[config.mk]
export PLATFORM = sky130hd
export DESIGN_NAME = xor_checked_frame_receiver
export DESIGN_NICKNAME = d
export VERILOG_FILES = /design/src/rtl/xcfr_pkg.sv /design/src/rtl/xcfr_check.sv /design/src/rtl/xor_checked_frame_receiver.sv
export SDC_FILE = /design/constraint.sdc
export NUM_CORES = 1
export LEC_CHECK = 0
export BUFFER_PORTS_ARGS = -buffer_cell sky130_fd_sc_hd__buf_2
export CAP_MARGIN = 10
export CORE_ASPECT_RATIO = 1.2
export CORE_MARGIN = 8
export CORE_UTILIZATION = 35
export CTS_CLUSTER_SIZE = 12
export DETAILED_ROUTE_END_ITERATION = 10
export HOLD_SLACK_MARGIN = 0.12
export RECOVER_POWER = 25
export SYNTH_ARGS = -nofsm -noshare
export SYNTH_HDL_FRONTEND = slang
export SYNTH_SLANG_ARGS = --single-unit
[constraint.sdc]
create_clock -name clk_i -period 18.6 [get_ports clk_i]
set_clock_uncertainty 0.15 [all_clocks]
set_input_delay 1.86 -clock clk_i [delete_from_list [all_inputs] [get_ports clk_i]]
set_output_delay 1.86 -clock clk_i [all_outputs]
set_load 0.05 [all_outputs]
[src/rtl/xcfr_pkg.sv]
`timescale 1ns / 1ps

package xcfr_pkg;

  localparam int unsigned BYTE_W   = 8;
  localparam int unsigned HOLD_LEN = 5;  // bytes held before the closing check byte
  localparam int unsigned FILL_W   = 3;
  localparam logic [FILL_W-1:0] FILL_FULL = FILL_W'(HOLD_LEN);

  localparam int unsigned HDR_LIMIT_W  = 8;
  localparam int unsigned HB_WORD_W    = 32;
  localparam int unsigned TIMEOUT_W    = 16;
  localparam int unsigned NOW_W        = 32;
  localparam int unsigned TIME_BITS_DEF = 32;

  localparam logic [HDR_LIMIT_W-1:0] HDR_LIMIT_RST = 8'd15;
  localparam logic [HB_WORD_W-1:0]   HB_WORD_RST   = 32'h9ABC_DEF0;
  localparam logic [TIMEOUT_W-1:0]   TIMEOUT_RST   = 16'd1000;

  localparam logic [BYTE_W-1:0] HDR_HEARTBEAT = 8'd1;
  localparam logic [BYTE_W-1:0] HDR_SENSOR    = 8'd3;

  localparam int unsigned CFG_IDX_W = 2;
  localparam logic [CFG_IDX_W-1:0] CFG_HEADER_LIMIT = 2'd0;
  localparam logic [CFG_IDX_W-1:0] CFG_HB_WORD      = 2'd1;
  localparam logic [CFG_IDX_W-1:0] CFG_TIMEOUT      = 2'd2;

  typedef enum logic [1:0] {
    KIND_OTHER     = 2'd0,
    KIND_HEARTBEAT = 2'd1,
    KIND_SENSOR    = 2'd2
  } kind_e;

  typedef logic [HOLD_LEN-1:0][BYTE_W-1:0] win_t;

  typedef struct packed {
    logic  good;        // full window passed header and checksum
    logic  drop;        // full window failed, shift out the oldest byte
    kind_e kind;
    logic  hb_hit;
    logic  sensor_hit;
  } chk_t;

endpackage

[src/rtl/xcfr_check.sv]
`timescale 1ns / 1ps

module xcfr_check import xcfr_pkg::*; (
  input  logic                   full_i,
  input  win_t                   win_i,
  input  logic [BYTE_W-1:0]      rx_byte_i,
  input  logic [HDR_LIMIT_W-1:0] header_limit_i,
  input  logic [HB_WORD_W-1:0]   heartbeat_word_i,
  output chk_t                   chk_o
);

  logic [BYTE_W-1:0]    xsum;
  logic [HB_WORD_W-1:0] word;
  logic                 pass;

  always_comb begin
    xsum = '0;
    for (int i = 0; i < HOLD_LEN; i++) begin
      xsum = xsum ^ win_i[i];
    end
  end

  assign word = {win_i[1], win_i[2], win_i[3], win_i[4]};
  assign pass = (win_i[0] <= header_limit_i) && (xsum == rx_byte_i);

  always_comb begin
    chk_o.good       = full_i && pass;
    chk_o.drop       = full_i && !pass;
    chk_o.hb_hit     = chk_o.good && (win_i[0] == HDR_HEARTBEAT) && (word == heartbeat_word_i);
    chk_o.sensor_hit = chk_o.good && (win_i[0] == HDR_SENSOR);
    if (chk_o.hb_hit) begin
      chk_o.kind = KIND_HEARTBEAT;
    end else if (chk_o.sensor_hit) begin
      chk_o.kind = KIND_SENSOR;
    end else begin
      chk_o.kind = KIND_OTHER;
    end
  end

endmodule

[src/rtl/xor_checked_frame_receiver.sv]
`timescale 1ns / 1ps

// Six-byte frame receiver for a radio byte stream: each accepted item is one
// byte plus a millisecond timestamp, and each produces exactly one result item
// in the output register. A frame is a header no larger than header_limit, four payload
// bytes and a check byte equal to the XOR of the first five; a failed full window
// drops its oldest byte to regain alignment. Header-1 frames matching the
// heartbeat word stamp the link time, header-3 frames latch the three distance
// readings, and link_connected reports a heartbeat younger than the timeout
// (times wrap modulo 2^TIME_BITS). Throughput is one item per clock: the header
// compare, five-byte XOR and timestamp subtract sit between the window registers
// and a single output register, and a new item is taken whenever that register
// is empty or being emptied. Configuration writes are always accepted; write
// them only while no result is pending.
module xor_checked_frame_receiver import xcfr_pkg::*; #(
  parameter int unsigned TIME_BITS = TIME_BITS_DEF
) (
  input  logic                  clk_i,
  input  logic                  rst_ni,

  input  logic                  cfg_valid_i,
  output logic                  cfg_ready_o,
  input  logic [CFG_IDX_W-1:0]  cfg_index_i,
  input  logic [HB_WORD_W-1:0]  cfg_data_i,

  input  logic                  in_valid_i,
  output logic                  in_ready_o,
  input  logic [BYTE_W-1:0]     rx_byte_i,
  input  logic [NOW_W-1:0]      now_ms_i,

  output logic                  out_valid_o,
  input  logic                  out_ready_i,
  output logic                  frame_valid_o,
  output logic [1:0]            frame_kind_o,
  output logic [BYTE_W-1:0]     frame_header_o,
  output logic [BYTE_W-1:0]     payload_0_o,
  output logic [BYTE_W-1:0]     payload_1_o,
  output logic [BYTE_W-1:0]     payload_2_o,
  output logic [BYTE_W-1:0]     payload_3_o,
  output logic                  resync_drop_o,
  output logic [BYTE_W-1:0]     sensor_left_o,
  output logic [BYTE_W-1:0]     sensor_mid_o,
  output logic [BYTE_W-1:0]     sensor_right_o,
  output logic                  link_connected_o
);

  localparam int unsigned NOW_KEEP = (TIME_BITS < NOW_W) ? TIME_BITS : NOW_W;

  // configuration
  logic [HDR_LIMIT_W-1:0] header_limit_q;
  logic [HB_WORD_W-1:0]   heartbeat_word_q;
  logic [TIMEOUT_W-1:0]   timeout_q;

  // receiver state
  win_t                   win_q;
  logic [FILL_W-1:0]      fill_q, fill_d;
  logic [TIME_BITS-1:0]   hb_time_q, hb_time_d;
  logic                   hb_seen_q, hb_seen_d;
  logic [BYTE_W-1:0]      left_q, left_d;
  logic [BYTE_W-1:0]      mid_q, mid_d;
  logic [BYTE_W-1:0]      right_q, right_d;

  // output register
  logic                   out_valid_q;
  logic                   frame_valid_q;
  kind_e                  kind_q;
  logic [BYTE_W-1:0]      header_q;
  logic [3:0][BYTE_W-1:0] payload_q;
  logic                   drop_q;
  logic                   conn_q;

  logic                   in_acc;
  logic                   full;
  chk_t                   chk;
  logic [TIME_BITS-1:0]   now_t;
  logic [TIME_BITS-1:0]   age;
  logic                   conn_d;

  assign cfg_ready_o = 1'b1;
  assign in_ready_o  = !out_valid_q || out_ready_i;
  assign in_acc      = in_valid_i && in_ready_o;
  assign full        = (fill_q == FILL_FULL);
  assign now_t       = TIME_BITS'(now_ms_i[NOW_KEEP-1:0]);

  xcfr_check u_check (
    .full_i           (full),
    .win_i            (win_q),
    .rx_byte_i        (rx_byte_i),
    .header_limit_i   (header_limit_q),
    .heartbeat_word_i (heartbeat_word_q),
    .chk_o            (chk)
  );

  always_comb begin
    fill_d    = fill_q;
    hb_time_d = hb_time_q;
    hb_seen_d = hb_seen_q;
    left_d    = left_q;
    mid_d     = mid_q;
    right_d   = right_q;
    if (chk.good) begin
      fill_d = '0;
    end else if (!full) begin
      fill_d = fill_q + FILL_W'(1);
    end
    if (chk.hb_hit) begin
      hb_time_d = now_t;
      hb_seen_d = 1'b1;
    end
    if (chk.sensor_hit) begin
      left_d  = win_q[1];
      mid_d   = win_q[2];
      right_d = win_q[3];
    end
  end

  assign age    = now_t - hb_time_d;
  assign conn_d = hb_seen_d && (age < TIME_BITS'(timeout_q));

  always_ff @(posedge clk_i or negedge rst_ni) begin
    if (!rst_ni) begin
      header_limit_q   <= HDR_LIMIT_RST;
      heartbeat_word_q <= HB_WORD_RST;
      timeout_q        <= TIMEOUT_RST;
    end else if (cfg_valid_i) begin
      unique case (cfg_index_i)
        CFG_HEADER_LIMIT: header_limit_q   <= cfg_data_i[HDR_LIMIT_W-1:0];
        CFG_HB_WORD:      heartbeat_word_q <= cfg_data_i;
        CFG_TIMEOUT:      timeout_q        <= cfg_data_i[TIMEOUT_W-1:0];
        default: ;
      endcase
    end
  end

  always_ff @(posedge clk_i or negedge rst_ni) begin
    if (!rst_ni) begin
      fill_q    <= '0;
      hb_time_q <= '0;
      hb_seen_q <= 1'b0;
      left_q    <= '0;
      mid_q     <= '0;
      right_q   <= '0;
    end else if (in_acc) begin
      fill_q    <= fill_d;
      hb_time_q <= hb_time_d;
      hb_seen_q <= hb_seen_d;
      left_q    <= left_d;
      mid_q     <= mid_d;
      right_q   <= right_d;
    end
  end

  // window bytes are only read once all five are written, so no reset
  always_ff @(posedge clk_i) begin
    if (in_acc) begin
      if (chk.drop) begin
        for (int i = 0; i < HOLD_LEN - 1; i++) begin
          win_q[i] <= win_q[i+1];
        end
        win_q[HOLD_LEN-1] <= rx_byte_i;
      end else if (!full) begin
        for (int i = 0; i < HOLD_LEN; i++) begin
          if (fill_q == FILL_W'(i)) begin
            win_q[i] <= rx_byte_i;
          end
        end
      end
    end
  end

  always_ff @(posedge clk_i or negedge rst_ni) begin
    if (!rst_ni) begin
      out_valid_q <= 1'b0;
    end else if (in_acc) begin
      out_valid_q <= 1'b1;
    end else if (out_ready_i) begin
      out_valid_q <= 1'b0;
    end
  end

  always_ff @(posedge clk_i) begin
    if (in_acc) begin
      frame_valid_q <= chk.good;
      kind_q        <= chk.kind;
      header_q      <= chk.good ? win_q[0] : '0;
      for (int i = 0; i < 4; i++) begin
        payload_q[i] <= chk.good ? win_q[i+1] : '0;
      end
      drop_q        <= chk.drop;
      conn_q        <= conn_d;
    end
  end

  assign out_valid_o      = out_valid_q;
  assign frame_valid_o    = frame_valid_q;
  assign frame_kind_o     = kind_q;
  assign frame_header_o   = header_q;
  assign payload_0_o      = payload_q[0];
  assign payload_1_o      = payload_q[1];
  assign payload_2_o      = payload_q[2];
  assign payload_3_o      = payload_q[3];
  assign resync_drop_o    = drop_q;
  assign sensor_left_o    = left_q;
  assign sensor_mid_o     = mid_q;
  assign sensor_right_o   = right_q;
  assign link_connected_o = conn_q;

  a_fill_range: assert property (@(posedge clk_i) disable iff (!rst_ni)
    fill_q <= FILL_FULL)
    else $error("window fill out of range");

  a_full_exit: assert property (@(posedge clk_i) disable iff (!rst_ni)
    (in_acc && full) |=> (fill_q == '0 || fill_q == FILL_FULL))
    else $error("full window did not empty or resync");

  a_frame_or_drop: assert property (@(posedge clk_i) disable iff (!rst_ni)
    out_valid_q |-> !(frame_valid_q && drop_q))
    else $error("frame reported and dropped together");

  a_kind_needs_frame: assert property (@(posedge clk_i) disable iff (!rst_ni)
    (out_valid_q && kind_q != KIND_OTHER) |-> frame_valid_q)
    else $error("frame kind without a frame");

  a_hb_stamp: assert property (@(posedge clk_i) disable iff (!rst_ni)
    (in_acc && chk.hb_hit) |=> (hb_seen_q && hb_time_q == $past(now_t)))
    else $error("heartbeat time not recorded");

endmodule
==> results of run 1 <==
[cell families after synthesis]
group / Yosys count / synth area share
fa+ha+maj: 62 / 0.0684
compound gates: 175 / 0.103
simple gates: 226 / 0.111
flops: 202 / 0.488
mux: 132 / 0.128
xor+xnor: 89 / 0.0738
other cells: 1 / 0.000332
buf+inv: 77 / 0.0269
[worst max path at each step]
stage	end	from	slack [ns]
2_1_floorplan	link_connected_o	rx_byte_i[0]	10.97
3_3_place_gp	link_connected_o	rx_byte_i[0]	9.82
3_5_place_dp	link_connected_o	rx_byte_i[4]	9.48
4_1_cts	link_connected_o	rx_byte_i[4]	9.96
5_1_grt	link_connected_o	rx_byte_i[4]	9.20
6_report	link_connected_o	rx_byte_i[4]	9.94
[layer usage]
metal | wire length (um) | up-vias
met5 | 0 | -
met4 | 864 | 0
met3 | 1600 | 52
met2 | 15200 | 220
met1 | 12900 | 3870
li1 | - | 3772
[cells in the final DEF, fill, tap and decap left out, types with 43 or more instances in the layout]
cell type,synthesis,final
dfrtp_1,88,88
edfxtp_1,85,85
buf_2,3,138
inv_1,45,44
nand2_1,46,46
mux2_2,104,104
xor2_1,48,48
ha_1,56,56
a21o_1,57,57
and2_1,43,43
[stage by stage]
step | hold WS, ns | cell area, um^2 | std cells | util | power (W)
final | 0.314 | 13200 | 1539 | 0.414 | 0.00132
after global routing | 0.344 | 13200 | 1539 | 0.414 | 0.00139
after CTS | 0.320 | 13300 | 1538 | 0.415 | 0.00134
after detailed placement | 0.305 | 12500 | 1496 | 0.390 | 0.000866
after global placement | 0.301 | 12500 | 1496 | 0.390 | 0.000861
after floorplan | 0.289 | 11300 | 964 | - | 0.000770
[area by class of cell]
| type | count | area [um^2] |
|---|---|---|
| Fill cell | 3086 | 18700 |
| Sequential cell | 202 | 5520 |
| Clock buffer | 35 | 681 |
| Inverter | 45 | 169 |
| Tap cell | 407 | 509 |
| Clock inverter | 7 | 91.3 |
| Multi-Input combinational cell | 685 | 5480 |
| Timing Repair Buffer | 158 | 796 |
[state kept, by name, indices dropped and copies added, names as in the netlist, 2 cells and up]
signal / cells
fill_q: 3
heartbeat_word_q: 32
frame_kind_o: 2
hb_time_q: 32
sensor_mid_o: 8
payload_1_o: 8
header_limit_q: 8
timeout_q: 16
sensor_right_o: 8
payload_3_o: 8
win_q: 40
sensor_left_o: 8
payload_2_o: 8
frame_header_o: 8
payload_0_o: 8
[report_power, final]
part	switching [W]	internal [W]
clock	0.000180	0.000280
combinational	0.000161	0.000115
sequential	0.0000499	0.000531
==> out/qor.csv, run 1 <==
metric,value,unit
insertion_delay,0.51,ns
rr_worst_depth,31,
ir_drop,64.6,uV
grt_usage,0.158,
period_needed,8.66,ns
h-tree-depth,1,
cts.repair.resized,0,
dp_hpwl,23.1,mm
synth_ff_type,dfrtp_1,
viasPerCell,5.14,
grt_pass1_vias,8189,
slew_viol_final,134,
cts_buffers,23,
crit_slowest_cell,nand4_1,
powerDensity,99.4,nW/um^2
cts_buffer_depth,3,
die_x,180,um
fmax,116,MHz
yosys-top-cells-count,"104 x mux2_2, 88 x dfrtp_1, 85 x edfxtp_1",
timing.final.ws_setup,9.94,ns
yosysUniqueCellTypes,63,
crit_buf_inv,1,
ant_nets,0,
hp-class,reg -> reg,
drtPass1Iterations,5,
postCtsSetupBuffers,0,
preCtsSetupSlack,9.48,ns
grt_busiest_layer,met2,
cts_tree,done,
synth-async-reset-ratio,0.579,
synth_warnings,0,
total_leakage_power,5.86,nW
globalplace.congestion,0.865,
hold_depth,1,
syn-cell-area,11300,um^2
drt-total-wl,30.6,mm
met3_usage,0.0308,
clk_pin_slew,0.06,ns
synth.top_cells.by_area,"edfxtp_1 23%, dfrtp_1 19%, mux2_2 10%, dfstp_2 6.7%, ha_1 6.2%",
violations,"capacitance limit, slew limit",
worst-path-max-fanout,16,
grt_max_degree,70,
synth_top_area_cell,edfxtp_1,
drive_gt1_frac,0.293,
synthCells,964,
rr_endpoint,link_connected_o,
path_class,in -> reg,
rsz0062_at_grt,false,
antenna_found_initial,1,
root_buffer,clkbuf_16,
avgRoutedWirePerCell,19.9,um
slew_headroom,-1.12,
outcome,"complete, but fails checks",
end_kind,flip-flop,
worst-path-stages,31,
whs_endpoint,hb_seen_q,
drt_iter0_markers,412,
ios,151,
start_util,0.353,
final_nets,1251,
coreArea,32000,um^2
die_area,38300,um^2
crit_arrival,8.84,ns
grt_pass1_wl,47.7,mm
tightest_slew,3.18,ns
drv_cap,3,
tns,0,ns
post-route-period-util,0.465,
crit_path_max_incr_delay,0.71,ns
ys_seq_elements,202,
path_delay_family,simple AND/OR/NAND/NOR gates,
synth.avg_cell_area,11.7,um^2
portBuffers,149,
syn_nets,1100,
yosysMostFrequentCell,mux2_2,
setup_viol,0,
cpMostUsedCell,o21ai_0,
synth_edf_count,85,
num_vias,7914,
r2r_start,win_q[1],
r2r_slack,10.80,ns
yosys.area.top_type_share,0.226,
ctsHoldBuffers,0,
use_met2,0.282,
overflow,0,
drc,0,
rows,72,
cp-start-kind,input pin,
synth_seq_area_share,0.488,
hold_violations,0,
antennaDiodeCount,0,
grt_use_met1,0.192,
syn2layout_area_growth,17.2,%
min_from,hb_seen_q,
cts_num_sinks,202,
die_h,213,um
cp.required,18.78,ns
No activity file was read; power rests on OpenSTA's default activity.
==> inputs of run 2 (changes only) <==
Clock period 18.6 ns to 7.2 ns, I/O delays scaled along.
==> run 2 against run 1 <==
The flow still finishes with violations (capacitance limit, slew limit). Critical endpoint unchanged. Die area unchanged. Critical path depth decreased by 1. Flip-flop and latch count unchanged. Final cell count increased by 1.5%. Register-to-register slack got worse by 10 ns. Via count increased by 0.78%. Sequential share of layout area decreased by 0.61 points.
==> out/qor.csv, run 2 (synthesis results as in run 1) <==
metric,value,unit
portBuffers,149,
drtPass1Iterations,5,
hold_ws,0.253,ns
slew_viol_final,94,
swShare,0.301,
powerDensity,259,nW/um^2
ctsHoldBuffers,0,
drt_iter0_markers,402,
dp_hpwl,23.7,mm
cp-start-kind,flip-flop,
coreArea,32000,um^2
hold_violations,0,
globalplace.congestion,0.909,
overflow,0,
drc,0,
num_vias,7976,
drt-total-wl,31.3,mm
nFillCells,3092,
cts_num_sinks,202,
fmax,151,MHz
worst-path-max-fanout,5,
syn2layout_area_growth,19.0,%
slew_headroom,-1.30,
cts_buffer_depth,3,
final_nets,1272,
violations,"capacitance limit, slew limit",
die_h,213,um
drive_gt1_frac,0.310,
tns,0,ns
post-route-period-util,0.920,
cts_buffers,24,
grt_pass1_vias,8288,
cp.required,7.41,ns
outcome,"complete, but fails checks",
p_int,0.00243,W
drv_cap,2,
root_buffer,clkbuf_16,
ant_nets,0,
crit_slowest_cell,or4_4,
final_cell_mix,"138 x buf_2, 104 x mux2_2, 88 x dfrtp_1",
cts_tree,done,
viasPerCell,5.11,
crit_path_max_incr_delay,0.56,ns
final_common_cell,buf_2,
grt_pass1_wl,48.5,mm
clk_pin_slew,0.06,ns
pwr-share-clk,0.354,
insertion_delay,0.53,ns
h-tree-depth,1,
ios,151,
die_x,180,um
period_needed,6.63,ns
ir_drop,198,uV
hp-class,in -> reg,
avgRoutedWirePerCell,20.0,um
grt_max_degree,61,
power.share.sequential,0.425,
combPwrFrac,0.221,
cpMostUsedCell,o21ai_0,
total_leakage_power,5.97,nW
end_kind,flip-flop,
path_class,reg -> reg,
start_util,0.353,
antenna_found_initial,2,
largestRegisters,"win_q (40), hb_time_q (32), heartbeat_word_q (32)",
crit_arrival,6.83,ns
p_sw,0.00105,W
setup_viol,0,
tightest_slew,3.46,ns
grt_usage,0.161,
die_area,38300,um^2
largest_reg_flops,40,
rows,72,
regMostFlops,win_q,
## run 2: changes by cell type in the layout (fill, tap and decap cells not counted), moves of 2 or more
cell	change
clkinv_2	+3
clkbuf_8	-6
clkbuf_16	+2
buf_4	+22
## run 2: path summary, 6_finish.rpt
check	from	end	slack, ns	cells past startpoint
min in group asynchronous	rst_ni	hb_time_q[8]	1.20	1
worst max-delay path	win_q[5]	link_connected_o	0.57	30
max in group asynchronous	rst_ni	sensor_right_o[5]	3.49	2
worst min register to register	hb_seen_q	hb_seen_q	0.32	1
worst max register to register	win_q[5]	link_connected_o	0.57	30
worst min-delay path	in_valid_i	out_valid_o	0.25	2
## run 2: cell type report
type | count | area, um^2 | area share
diodes | 1 | 2.50 | 0.000186
clock buffers | 31 | 648 | 0.0482
clock inverters | 13 | 143 | 0.0106
inverters | 45 | 169 | 0.0126
multi-input cells | 685 | 5510 | 0.410
flip-flops and latches | 202 | 5520 | 0.410
well taps | 407 | 509 | 0.0379
repair buffers | 178 | 942 | 0.0701
## run 2: routing by layer
metal,GRT usage,vias to the layer above,wire length [um]
met5,0,-,0
met4,0.0400,0,549
met3,0.0325,42,1520
met2,0.300,188,16200
met1,0.187,3917,13000
li1,-,3829,-
## run 2: worst max-delay path: cells and delay by family, from the launching register on
kind / cells / cell delay, ns
AO/OA/AOI/OAI: 13 / 1.98
XOR/XNOR: 1 / 0.17
AND/OR/NAND/NOR: 13 / 2.78
adder cells (fa/ha/maj): 3 / 0.91
flip-flops: 1 / 0.47
## run 2: metrics by stage
stage	power, W	setup slack, ns	utilization	area [um^2]	instances
after floorplan	0.00199	0.709	-	11300	964
after global routing	0.00366	-0.0191	0.420	13400	1562
after detailed placement	0.00225	-0.0955	0.393	12600	1507
after global placement	0.00224	0.166	0.393	12600	1507
final	0.00348	0.574	0.420	13400	1562
after CTS	0.00351	0.101	0.418	13400	1551
## run 2: power by group through the flow
stage / Combinational [W] / Sequential (W) / Clock [W]
after global routing: 0.000851 / 0.00149 / 0.00131
after floorplan: 0.000487 / 0.00150 / 0
after global placement: 0.000734 / 0.00151 / 0
after detailed placement: 0.000745 / 0.00151 / 0
after CTS: 0.000750 / 0.00149 / 0.00127
final: 0.000768 / 0.00148 / 0.00123
## run 2: what timing repair did
item	4_1_cts	5_1_grt
resized for setup	0	7
buffers inserted	0	10
setup endpoints to repair	0	1
==> inputs of run 3 (changes only) <==
Settings changed: BUFFER_PORTS_ARGS -buffer_cell sky130_fd_sc_hd__buf_2 to default, CELL_PAD_IN_SITES_DETAIL_PLACEMENT from default to 1, CELL_PAD_IN_SITES_GLOBAL_PLACEMENT from default to 1, CORE_UTILIZATION 35 to 25, DONT_BUFFER_PORTS from default to 1, PLACE_DENSITY_LB_ADDON from default to 0.1.
==> run 3 against run 2 <==
Count of clock-buffer cells in the layout increased by 12. Critical path type unchanged. First-iteration DRC count fell by 24%. Die area is 36% higher. The flow still finishes with violations (capacitance limit, slew limit). Register-to-register slack improved by 0.09 ns. Critical endpoint unchanged. Sequential share of layout area is 0.39 points higher. Worst hold slack got worse by 0.10 ns. Clock power is 11% higher. Final cell count up 5.1%.
==> out/qor.csv, run 3 (synthesis results as in run 1) <==
metric,value,unit
hp-class,in -> reg,
drv_cap,2,
crit_path_max_incr_delay,0.60,ns
outcome,"complete, but fails checks",
cts_num_sinks,202,
tightest_slew,3.33,ns
fin_cells,1642,
die_area,52300,um^2
nFillCells,4912,
drtPass1Iterations,4,
min_from,cfg_data_i[4],
cpMostUsedCell,o21ai_0,
end_kind,flip-flop,
worst-path-max-fanout,5,
grt_pass1_wl,57.1,mm
final_common_cell,mux2_2,
avgRoutedWirePerCell,23.0,um
insertion_delay,0.54,ns
cp-start-kind,flip-flop,
slew_headroom,-1.22,
clk_pin_slew,0.06,ns
root_buffer,clkbuf_16,
start_util,0.252,
final_util,0.297,
crit_arrival,6.76,ns
fmax,153,MHz
cp.required,7.42,ns
rr_endpoint,link_connected_o,
r2r_start,win_q[4],
h-tree-depth,1,
ir_drop,191,uV
ant_nets,0,
die_h,249,um
die_x,210,um
drc,0,
period_needed,6.54,ns
drive_gt1_frac,0.229,
violations,"capacitance limit, slew limit",
path_class,reg -> reg,
rr_worst_depth,31,
viasPerCell,4.62,
cts_buffer_depth,3,
drt_iter0_markers,307,
grt_usage,0.144,
grt_max_degree,118,
final_nets,1149,
r2r_slack,0.66,ns
largestRegisters,"win_q (40), hb_time_q (32), heartbeat_word_q (32)",
post-route-period-util,0.908,
largest_reg_flops,40,
portBuffers,0,
rows,85,
slew_viol_final,151,
num_vias,7584,
syn2layout_area_growth,17.8,%
dp_cells,1566,
final_cell_mix,"103 x mux2_2, 88 x dfrtp_1, 85 x edfxtp_1",
powerDensity,273,nW/um^2
cts_buffers,26,
coreArea,44800,um^2
crit_slowest_cell,or4_1,
hold_depth,2,
drt-total-wl,37.8,mm
ios,151,
dp_hpwl,28.0,mm
setup_viol,0,
antennaDiodeCount,0,
globalplace.congestion,0.786,
antenna_found_initial,6,
regMostFlops,win_q,
total_leakage_power,5.54,nW
hold_violations,0,
grt_pass1_vias,8316,
whs_endpoint,header_limit_q[4],
hold_ws,0.149,ns
cts_tree,done,
overflow,0,
## run 3: cell types whose count changed in the layout (fill, tap and decap cells not counted), sizes merged
cell         change
buf            -128
dlygate4sd3     +14
clkinv           -5
clkinvlp         -2
bufinv           -1
clkbuf           +1
diode            -1
## run 3: area by class of cell
type                            count  area [um^2]  area share
Timing Repair Buffer               53          427      0.0320
Clock inverter                      5         77.6     0.00583
Sequential cell                   202         5520       0.414
Tap cell                          609          762      0.0572
Clock buffer                       43          826      0.0620
Inverter                           45          169      0.0127
Multi-Input combinational cell    685         5540       0.416
## run 3: stage by stage
step / area [um^2] / setup WS [ns] / total power [W] / TNS (ns)
after floorplan: 11300 / 0.709 / 0.00199 / 0
after global placement: 12100 / 0.223 / 0.00225 / 0
after detailed placement: 12100 / 0.0271 / 0.00225 / 0
after CTS: 13200 / 0.0257 / 0.00370 / 0
after global routing: 13300 / -0.0105 / 0.00383 / -0.0105
final: 13300 / 0.662 / 0.00364 / 0
## run 3: worst max path at each step
stage,startpoint,to,cells after the start
global placement,win_q[12],link_connected_o,30
floorplan,rx_byte_i[0],link_connected_o,31
CTS,win_q[12],link_connected_o,30
global route,win_q[4],link_connected_o,31
finish,win_q[4],link_connected_o,31
detailed placement,rx_byte_i[0],link_connected_o,30
## run 3: metal layers
| layer | track usage | routed length, um | vias up |
|---|---|---|---|
| met3 | 0.0316 | 1990 | 47 |
| li1 | - | - | 3573 |
| met2 | 0.270 | 20200 | 138 |
| met4 | 0.0282 | 592 | 8 |
| met5 | 0 | 48 | - |
| met1 | 0.166 | 14900 | 3818 |
## run 3: worst max-delay path: cells and delay by family, from the launching register on
kind,cells,cell delay (ns)
AND/OR/NAND/NOR,13,2.56
AO/OA/AOI/OAI,13,1.93
adder cells (fa/ha/maj),3,0.89
flip-flops,1,0.45
buffers and inverters,1,0.19
XOR/XNOR,1,0.18
## run 3: power breakdown
part | switching, W | internal [W] | leakage, nW
clock network | 0.000524 | 0.000848 | 0.444
logic | 0.000425 | 0.000314 | 2.83
registers | 0.000153 | 0.00137 | 2.27
total | 0.00110 | 0.00253 | 5.54
## run 3: repair_timing
action / in CTS / in global routing
gates resized for setup: 1 / 9
pin swaps: 0 / 6
endpoints found under the setup margin: 1 / 1
endpoints found under the hold margin: 130 / 0
hold buffers: 15 / 0
setup buffers: 0 / 13
